## src/hw/rtl/rvpt_pkg.sv

```systemverilog
// Shared types and constants for the RV32 PC and trap unit.
`timescale 1ns / 1ps

package rvpt_pkg;

   localparam int unsigned CSR_INDEX_W = 8;

   localparam logic [CSR_INDEX_W-1:0] CSR_TRAP_VECTOR     = 8'd0;
   localparam logic [CSR_INDEX_W-1:0] CSR_IRQ_ENABLE_MASK = 8'd1;

   localparam logic [2:0] KIND_SEQ    = 3'd0;
   localparam logic [2:0] KIND_BRANCH = 3'd1;
   localparam logic [2:0] KIND_JAL    = 3'd2;
   localparam logic [2:0] KIND_JALR   = 3'd3;
   localparam logic [2:0] KIND_TRAP   = 3'd4;
   localparam logic [2:0] KIND_MRET   = 3'd5;
   localparam logic [2:0] KIND_WFI    = 3'd6;

   localparam logic [1:0] TRAP_SEL_ECALL  = 2'd0;
   localparam logic [1:0] TRAP_SEL_EBREAK = 2'd1;

   localparam logic [3:0] CAUSE_ECALL  = 4'd11;
   localparam logic [3:0] CAUSE_EBREAK = 4'd3;
   localparam logic [3:0] CAUSE_OTHER  = 4'd2;

   localparam int unsigned MIE_POS  = 3;
   localparam int unsigned MPIE_POS = 7;

   localparam logic [8:0] BRANCH_PENALTY = 9'd34;

   typedef struct packed {
      logic [2:0]  kind;
      logic [31:0] instruction;
      logic [31:0] rs1_value;
      logic        branch_taken;
      logic [31:0] irq_pending;
      logic [7:0]  cycle_cost;
   } req_payload_type;

   typedef struct packed {
      logic [31:0] next_pc;
      logic [31:0] link_value;
      logic [31:0] saved_pc;
      logic [3:0]  trap_cause;
      logic [31:0] status_word;
      logic        sleeping;
      logic [31:0] cycle_count;
   } rsp_payload_type;

   typedef struct packed {
      logic [31:0] pc;
      logic [31:0] epc;
      logic [3:0]  cause;
      logic [31:0] mstatus;
      logic [31:0] cycles;
      logic        sleep;
   } arch_state_type;

   typedef struct packed {
      logic [31:0] imm_i;
      logic [31:0] imm_b;
      logic [31:0] imm_j;
   } imm_set_type;

endpackage

```

## src/hw/rtl/rvpt_imm_decode.sv

```systemverilog
// I, B and J immediate extraction from a raw instruction word.
`timescale 1ns / 1ps

module rvpt_imm_decode (
   input  logic [31:0]          instruction,
   output rvpt_pkg::imm_set_type imms
);

   always_comb begin
      imms.imm_i = {{20{instruction[31]}}, instruction[31:20]};
      imms.imm_b = {{20{instruction[31]}}, instruction[7], instruction[30:25],
                    instruction[11:8], 1'b0};
      imms.imm_j = {{12{instruction[31]}}, instruction[19:12], instruction[20],
                    instruction[30:21], 1'b0};
   end

endmodule

```

## src/hw/rtl/rvpt_exec.sv

```systemverilog
// Next-state and result logic for one retired instruction.
`timescale 1ns / 1ps

module rvpt_exec #(
   parameter int unsigned INSTRUCTION_BYTES = 4
) (
   input  rvpt_pkg::req_payload_type item,
   input  rvpt_pkg::arch_state_type  cur,
   input  logic [31:0]               trap_vector,
   input  logic [31:0]               irq_enable_mask,
   output rvpt_pkg::arch_state_type  nxt,
   output rvpt_pkg::rsp_payload_type result
);

   rvpt_pkg::imm_set_type imms;
   logic [31:0]           seq_pc;
   logic [31:0]           jalr_sum;
   logic [31:0]           link;
   logic [8:0]            cost_total;
   logic                  add_cost;
   logic                  irq_wake;

   rvpt_imm_decode u_imm (
      .instruction (item.instruction),
      .imms        (imms)
   );

   assign seq_pc   = cur.pc + 32'(INSTRUCTION_BYTES);
   assign jalr_sum = item.rs1_value + imms.imm_i;
   assign irq_wake = |(item.irq_pending & irq_enable_mask);

   always_comb begin
      nxt        = cur;
      link       = '0;
      add_cost   = 1'b1;
      cost_total = {1'b0, item.cycle_cost};
      unique case (item.kind)
         rvpt_pkg::KIND_BRANCH: begin
            if (item.branch_taken) begin
               nxt.pc     = cur.pc + imms.imm_b;
               cost_total = {1'b0, item.cycle_cost} + rvpt_pkg::BRANCH_PENALTY;
            end else begin
               nxt.pc = seq_pc;
            end
         end
         rvpt_pkg::KIND_JAL: begin
            link   = seq_pc;
            nxt.pc = cur.pc + imms.imm_j;
         end
         rvpt_pkg::KIND_JALR: begin
            link   = seq_pc;
            nxt.pc = {jalr_sum[31:1], 1'b0};
         end
         rvpt_pkg::KIND_TRAP: begin
            nxt.epc                        = cur.pc;
            nxt.pc                         = trap_vector;
            nxt.mstatus[rvpt_pkg::MPIE_POS] = cur.mstatus[rvpt_pkg::MIE_POS];
            nxt.mstatus[rvpt_pkg::MIE_POS]  = 1'b0;
            case (item.instruction[21:20])
               rvpt_pkg::TRAP_SEL_ECALL:  nxt.cause = rvpt_pkg::CAUSE_ECALL;
               rvpt_pkg::TRAP_SEL_EBREAK: nxt.cause = rvpt_pkg::CAUSE_EBREAK;
               default:                   nxt.cause = rvpt_pkg::CAUSE_OTHER;
            endcase
         end
         rvpt_pkg::KIND_MRET: begin
            nxt.pc                          = cur.epc;
            nxt.mstatus[rvpt_pkg::MIE_POS]  = cur.mstatus[rvpt_pkg::MPIE_POS];
            nxt.mstatus[rvpt_pkg::MPIE_POS] = 1'b1;
         end
         rvpt_pkg::KIND_WFI: begin
            if (irq_wake) begin
               nxt.sleep = 1'b0;
               nxt.pc    = seq_pc;
            end else begin
               // hold pc and counter while asleep
               nxt.sleep = 1'b1;
               add_cost  = 1'b0;
            end
         end
         default: nxt.pc = seq_pc;
      endcase
      if (add_cost) begin
         nxt.cycles = cur.cycles + {23'd0, cost_total};
      end
   end

   always_comb begin
      result.next_pc     = nxt.pc;
      result.link_value  = link;
      result.saved_pc    = nxt.epc;
      result.trap_cause  = nxt.cause;
      result.status_word = nxt.mstatus;
      result.sleeping    = nxt.sleep;
      result.cycle_count = nxt.cycles;
   end

endmodule

```

## src/hw/rtl/rv32_pc_and_trap_unit.sv

```systemverilog
// Top level of the RV32 program-counter and machine-mode trap unit.
`timescale 1ns / 1ps
// An accepted request is held in the input stage register; once the result register
// is empty or being drained, the result is written there and rsp_valid is set.
// Throughput: one instruction per cycle while rsp_ready holds; the combinational next-state logic
// between the input stage and the result register sets the rate.
// Reset: synchronous; clears PC, saved PC, cause, status, counter, sleep flag,
// both CSRs and the valid flags. No clearing pass.

module rv32_pc_and_trap_unit #(
   parameter int unsigned INSTRUCTION_BYTES = 4
) (
   input  logic                                 clock,
   input  logic                                 reset,
   input  logic                                 req_valid,
   output logic                                 req_ready,
   input  rvpt_pkg::req_payload_type            req_payload,
   output logic                                 rsp_valid,
   input  logic                                 rsp_ready,
   output rvpt_pkg::rsp_payload_type            rsp_payload,
   input  logic                                 csr_valid,
   output logic                                 csr_ready,
   input  logic [rvpt_pkg::CSR_INDEX_W-1:0]     csr_index,
   input  logic [31:0]                          csr_wdata
);

   logic                      stage_valid_ff, stage_valid_in;
   rvpt_pkg::req_payload_type stage_item_ff;
   logic                      rsp_valid_ff, rsp_valid_in;
   rvpt_pkg::rsp_payload_type rsp_payload_ff;
   rvpt_pkg::arch_state_type  state_ff, state_in;
   rvpt_pkg::rsp_payload_type exec_result;
   logic [31:0]               trap_vector_ff;
   logic [31:0]               irq_mask_ff;
   logic                      advance;
   logic                      req_fire;

   assign advance   = stage_valid_ff && (!rsp_valid_ff || rsp_ready);
   assign req_ready = !stage_valid_ff || advance;
   assign req_fire  = req_valid && req_ready;
   assign csr_ready = 1'b1;
   assign rsp_valid   = rsp_valid_ff;
   assign rsp_payload = rsp_payload_ff;

   rvpt_exec #(
      .INSTRUCTION_BYTES (INSTRUCTION_BYTES)
   ) u_exec (
      .item            (stage_item_ff),
      .cur             (state_ff),
      .trap_vector     (trap_vector_ff),
      .irq_enable_mask (irq_mask_ff),
      .nxt             (state_in),
      .result          (exec_result)
   );

   always_comb begin
      stage_valid_in = stage_valid_ff;
      if (req_fire) begin
         stage_valid_in = 1'b1;
      end else if (advance) begin
         stage_valid_in = 1'b0;
      end
      rsp_valid_in = rsp_valid_ff;
      if (advance) begin
         rsp_valid_in = 1'b1;
      end else if (rsp_ready) begin
         rsp_valid_in = 1'b0;
      end
   end

   always_ff @(posedge clock) begin
      if (reset) begin
         stage_valid_ff <= 1'b0;
         rsp_valid_ff   <= 1'b0;
         state_ff       <= '0;
         trap_vector_ff <= '0;
         irq_mask_ff    <= '0;
      end else begin
         stage_valid_ff <= stage_valid_in;
         rsp_valid_ff   <= rsp_valid_in;
         // commit architectural state only as the result is written to the result register
         if (advance) begin
            state_ff <= state_in;
         end
         if (csr_valid && csr_ready) begin
            case (csr_index)
               rvpt_pkg::CSR_TRAP_VECTOR:     trap_vector_ff <= csr_wdata;
               rvpt_pkg::CSR_IRQ_ENABLE_MASK: irq_mask_ff    <= csr_wdata;
               default: ;
            endcase
         end
      end
   end

   always_ff @(posedge clock) begin
      if (req_fire) begin
         stage_item_ff <= req_payload;
      end
      if (advance) begin
         rsp_payload_ff <= exec_result;
      end
   end

   a_reset_clears_rsp: assert property (@(posedge clock)
      reset |=> !rsp_valid)
      else $error("result valid straight after reset");

   a_trap_loads_vector: assert property (@(posedge clock) disable iff (reset)
      advance && stage_item_ff.kind == rvpt_pkg::KIND_TRAP
      |=> state_ff.pc == $past(trap_vector_ff) && state_ff.epc == $past(state_ff.pc))
      else $error("trap entry did not load the vector and save the pc");

   a_sleep_holds_counter: assert property (@(posedge clock) disable iff (reset)
      advance && stage_item_ff.kind == rvpt_pkg::KIND_WFI && state_in.sleep
      |=> state_ff.cycles == $past(state_ff.cycles) && state_ff.pc == $past(state_ff.pc))
      else $error("sleeping wait changed pc or cycle counter");

   a_result_matches_state: assert property (@(posedge clock) disable iff (reset)
      $past(advance) |-> rsp_payload.next_pc == state_ff.pc
                         && rsp_payload.cycle_count == state_ff.cycles)
      else $error("result register and committed state disagree");

endmodule
```

## config.mk

```make
export PLATFORM = sky130hd
export DESIGN_NAME = rv32_pc_and_trap_unit
export DESIGN_NICKNAME = d
export VERILOG_FILES = /design/src/hw/rtl/rvpt_pkg.sv /design/src/hw/rtl/rvpt_imm_decode.sv /design/src/hw/rtl/rvpt_exec.sv /design/src/hw/rtl/rv32_pc_and_trap_unit.sv
export SDC_FILE = /design/constraint.sdc
export NUM_CORES = 1
export LEC_CHECK = 0
export BUFFER_PORTS_ARGS = -buffer_cell sky130_fd_sc_hd__clkbuf_2
export CAP_MARGIN = 25
export CORE_MARGIN = 5
export CORE_UTILIZATION = 43
export CTS_BUF_LIST = sky130_fd_sc_hd__clkbuf_8 sky130_fd_sc_hd__clkbuf_16
export DETAILED_ROUTE_END_ITERATION = 6
export HOLD_SLACK_MARGIN = 0.05
export PLACE_DENSITY = 0.68
export SETUP_SLACK_MARGIN = 0.05
export SLEW_MARGIN = 25
export SYNTH_ARGS = -nofsm -noshare
export SYNTH_HDL_FRONTEND = slang
export SYNTH_SLANG_ARGS = --single-unit
```

## constraint.sdc

```tcl
create_clock -name clock -period 5.7 [get_ports clock]
set_input_delay 0.57 -clock clock [delete_from_list [all_inputs] [get_ports clock]]
set_output_delay 0.57 -clock clock [all_outputs]
set_load 0.005 [all_outputs]
```

==> summary.md <==
| Metric | Value |
|---|---|
| First-pass GRT wire length | 114.5 mm |
| Synth Instances | 2,499 |
| GPL Wtd Cong | 0.9689 |
| Setup TNS | 0 ns |
| Synthesis-to-layout area growth | 14.52% |
| Starting density of the core | 0.4337 |
| Period utilization | 0.7794 |
| FP Rows | 84 |
| Worst VDD drop | 0.1866 mV |
| Clock slew at reported path FFs | 0.07 ns |
| Total CTS buffers | 44 |
| Sequential Power Share | 0.447 |
| Vias in the first global route | 19,280 |
| Max-slew violation count | 0 |
| Dpl hpwl | 56.87 mm |
| Antenna diodes | 0 |
| Worst clock skew | 0.02998 ns |
| Int Power | 5.336 mW |
| Worst Path Arrival | 4.78 ns |
| Required time worst endpoint | 6.04 ns |
| Synth cell types | 93 |
| Combinational fraction of design power | 0.159 |
| Nets | 2,949 |
| Commonest non-fill, non-tap cell in the layout | nand2_1 |
| Worst-Margin Slew | 0.9088 ns |
| Critical setup path kind | flip-flop to flip-flop |
| Top cell type by total area after synthesis | edfxtp_1 |
| Sw Share | 0.2839 |
| Initial antenna violation count | 0 |
| Hold WS | 0.1388 ns |
| Worst setup SP type | flip-flop |
| Crit path max fanout | 10 |
| CORE AREA | 0.05245 mm2 |
| Net Sw Power | 2.116 mW |
| Synth async-reset ratio | 0 |
| Skew-Pair Late Insertion Delay | 0.61 ns |
| Register area share after synthesis | 0.4603 |
| Clock share of power | 0.394 |
| Die extent in x | 240.0 um |
| Layout Cells excl Fill | 3,432 |
| Max-cap violations | 0 |
| DR iter-0 viols | 2,115 |
| Top FF cell, synth | edfxtp_1 |
| Run status | completed |
| Pin count of the biggest net entering global routing | 76 |
| Drt drc | 0 |
| DIE HEIGHT | 240.0 um |
| Maximum root-to-sink buffer count | 3 |
| Warnings from Yosys | 0 |
| Total power draw | 7.452 mW |
| Setup bufs post-CTS | 0 |
| Pwr per Cell Area | 286.1 mW/mm2 |
| Placed cells | 3,350 |
| Routed via count | 20,300 |
| WL final | 77.00 mm |
| Fin crit period | 4.443 ns |
| Synthesized area | 0.02274 mm2 |
| Flop2flop setup slack | 1.26 ns |
| Total gr overflow | 0 |
| Via-to-Cell Ratio | 5.914 |
| Worst hold path class | input port to flip-flop |
| Ports | 321 |
| Die area | 0.05759 mm2 |
| H-tree Lvls | 2 |
| CP Capture Type | flip-flop |
| Commonest non-fill, non-tap cells in the layout | nand2_1, clkbuf_2, a21oi_1 |
| EDFF count, synth | 236 |
| Antenna-violating nets left | 0 |
| Share of cells above drive strength 1 | 0.1625 |
| Root Buffer | clkbuf_16 |
| Gr usage total | 0.2558 |
| IO buf count | 282 |
| Post-CTS Resized | 0 |
| Relative slew slack | 0.3941 |
| Leakage | 10.17 nW |
| Top-area cell type share of the netlist area | 0.3116 |
| Seq cells post-synth | 405 |
| RSZ-0062 raised after global routing | no |
| FMAX | 0.2251 GHz |
| Setup-failing EPs final | 0 |
| Router iterations before antenna repair | 6 |
| Synth top area cells | edfxtp_1, dfxtp_1, nand2_1, a21oi_1, ha_1 |
| Synthesized area per cell | 9.101 um2 |
| WL per Instance | 22.44 um |
| CTS Hold Buffers Added | 0 |
| Clock tree from TritonCTS | done |
| Hold Violations, Final | 0 |
| Pre-CTS setup slack | 1.353 ns |
| CTS Sinks | 405 |
| Final worst slack | 1.257 ns |
## power by group through the flow
stage                     combinational (mW)  clock [mW]  sequential (mW)
after detailed placement                1.16           0             3.39
final                                   1.19        2.94             3.33
after global placement                  1.14           0             3.39
after CTS                               1.17        3.00             3.33
after floorplan                        0.784           0             3.35
after global routing                    1.29        3.12             3.34
## synth_stat cells (9+ instances only)
master,instances
and3_1,30
edfxtp_1,236
buf_2,23
nand3_1,62
o211ai_1,28
or3_1,13
nand2_1,456
a211oi_1,27
a21o_1,46
nor2b_1,9
a31oi_1,20
nor3_1,42
dfxtp_1,169
nor2_1,187
buf_4,32
a22oi_1,13
o31ai_1,13
ha_1,84
o21a_1,16
and2_1,16
xor2_1,56
inv_1,33
xnor2_1,81
mux2_2,9
clkbuf_1,118
a21oi_1,250
o221ai_1,13
nand4_1,32
o21bai_1,15
nand2b_1,14
o21ai_0,132
and4_1,10
o22ai_1,12
a221oi_1,13
mux2i_1,15
## state kept, by name, summed over array words and instances (netlist names)
signal and cells:
rsp_payload 135, state_ff 103, stage_item_ff 101, irq_mask_ff 32, trap_vector_ff 32, rsp_valid 1
stage_valid_ff 1
## worst paths after layout
check,start,end,cells past startpoint
hold reg to reg,irq_mask_ff[27],irq_mask_ff[27],2
hold / removal,req_payload[101],stage_item_ff[101],1
setup reg to reg,stage_item_ff[107],rsp_payload[31],15
setup / recovery,stage_item_ff[107],rsp_payload[31],15
## layout make-up
cell class / instances / area (um2)
clock buffers: 48 / 1179
clock inverters: 34 / 315.3
fillers: 4887 / 26400
inverters: 35 / 136.4
multi-input cells: 1900 / 11360
flip-flops and latches: 405 / 10470
well taps: 688 / 860.8
repair buffers: 322 / 1727
## worst max-delay path, cell delays in order (launching register included)
cell and delay (ns):
edfxtp_1 0.55, clkinv_1 0.13, nand3_2 0.30, nor2_1 0.52, nand2_1 0.14, xnor2_1 0.15
ha_1 0.29, inv_1 0.06, o21bai_1 0.21, a2111oi_0 0.16, o31ai_1 0.25, buf_4 0.17
nand4_1 0.26, nor3_1 0.63, nand2_1 0.17, xnor2_1 0.17
## through the flow
step | util | instance area, um2
after floorplan | - | 22850
after global placement | 0.4679 | 24540
after detailed placement | 0.4682 | 24550
after CTS | 0.4966 | 26050
after global routing | 0.4966 | 26050
final | 0.4966 | 26050
## per-layer routing
layer  up-vias  GRT usage  part of all wire
li1       9452          -                 -
met1      9744     0.3387              0.41
met2       925     0.4185              0.47
met3       177    0.04623             0.079
met4         0     0.1008             0.043
met5         -          0                 0
## kinds of logic after synthesis
| family | after synthesis | share of synthesized area |
|---|---|---|
| DFF | 405 | 0.4603 |
| buffers and inverters | 223 | 0.04632 |
| adders and majority gates | 88 | 0.04973 |
| and+or+nand+nor | 919 | 0.1804 |
| AOI/OAI and AO/OA | 701 | 0.1991 |
| xor gates and xnor gates | 137 | 0.05276 |
| other | 2 | 0.0003302 |
| muxes | 24 | 0.01106 |
Power figures use the tool's default switching activity.
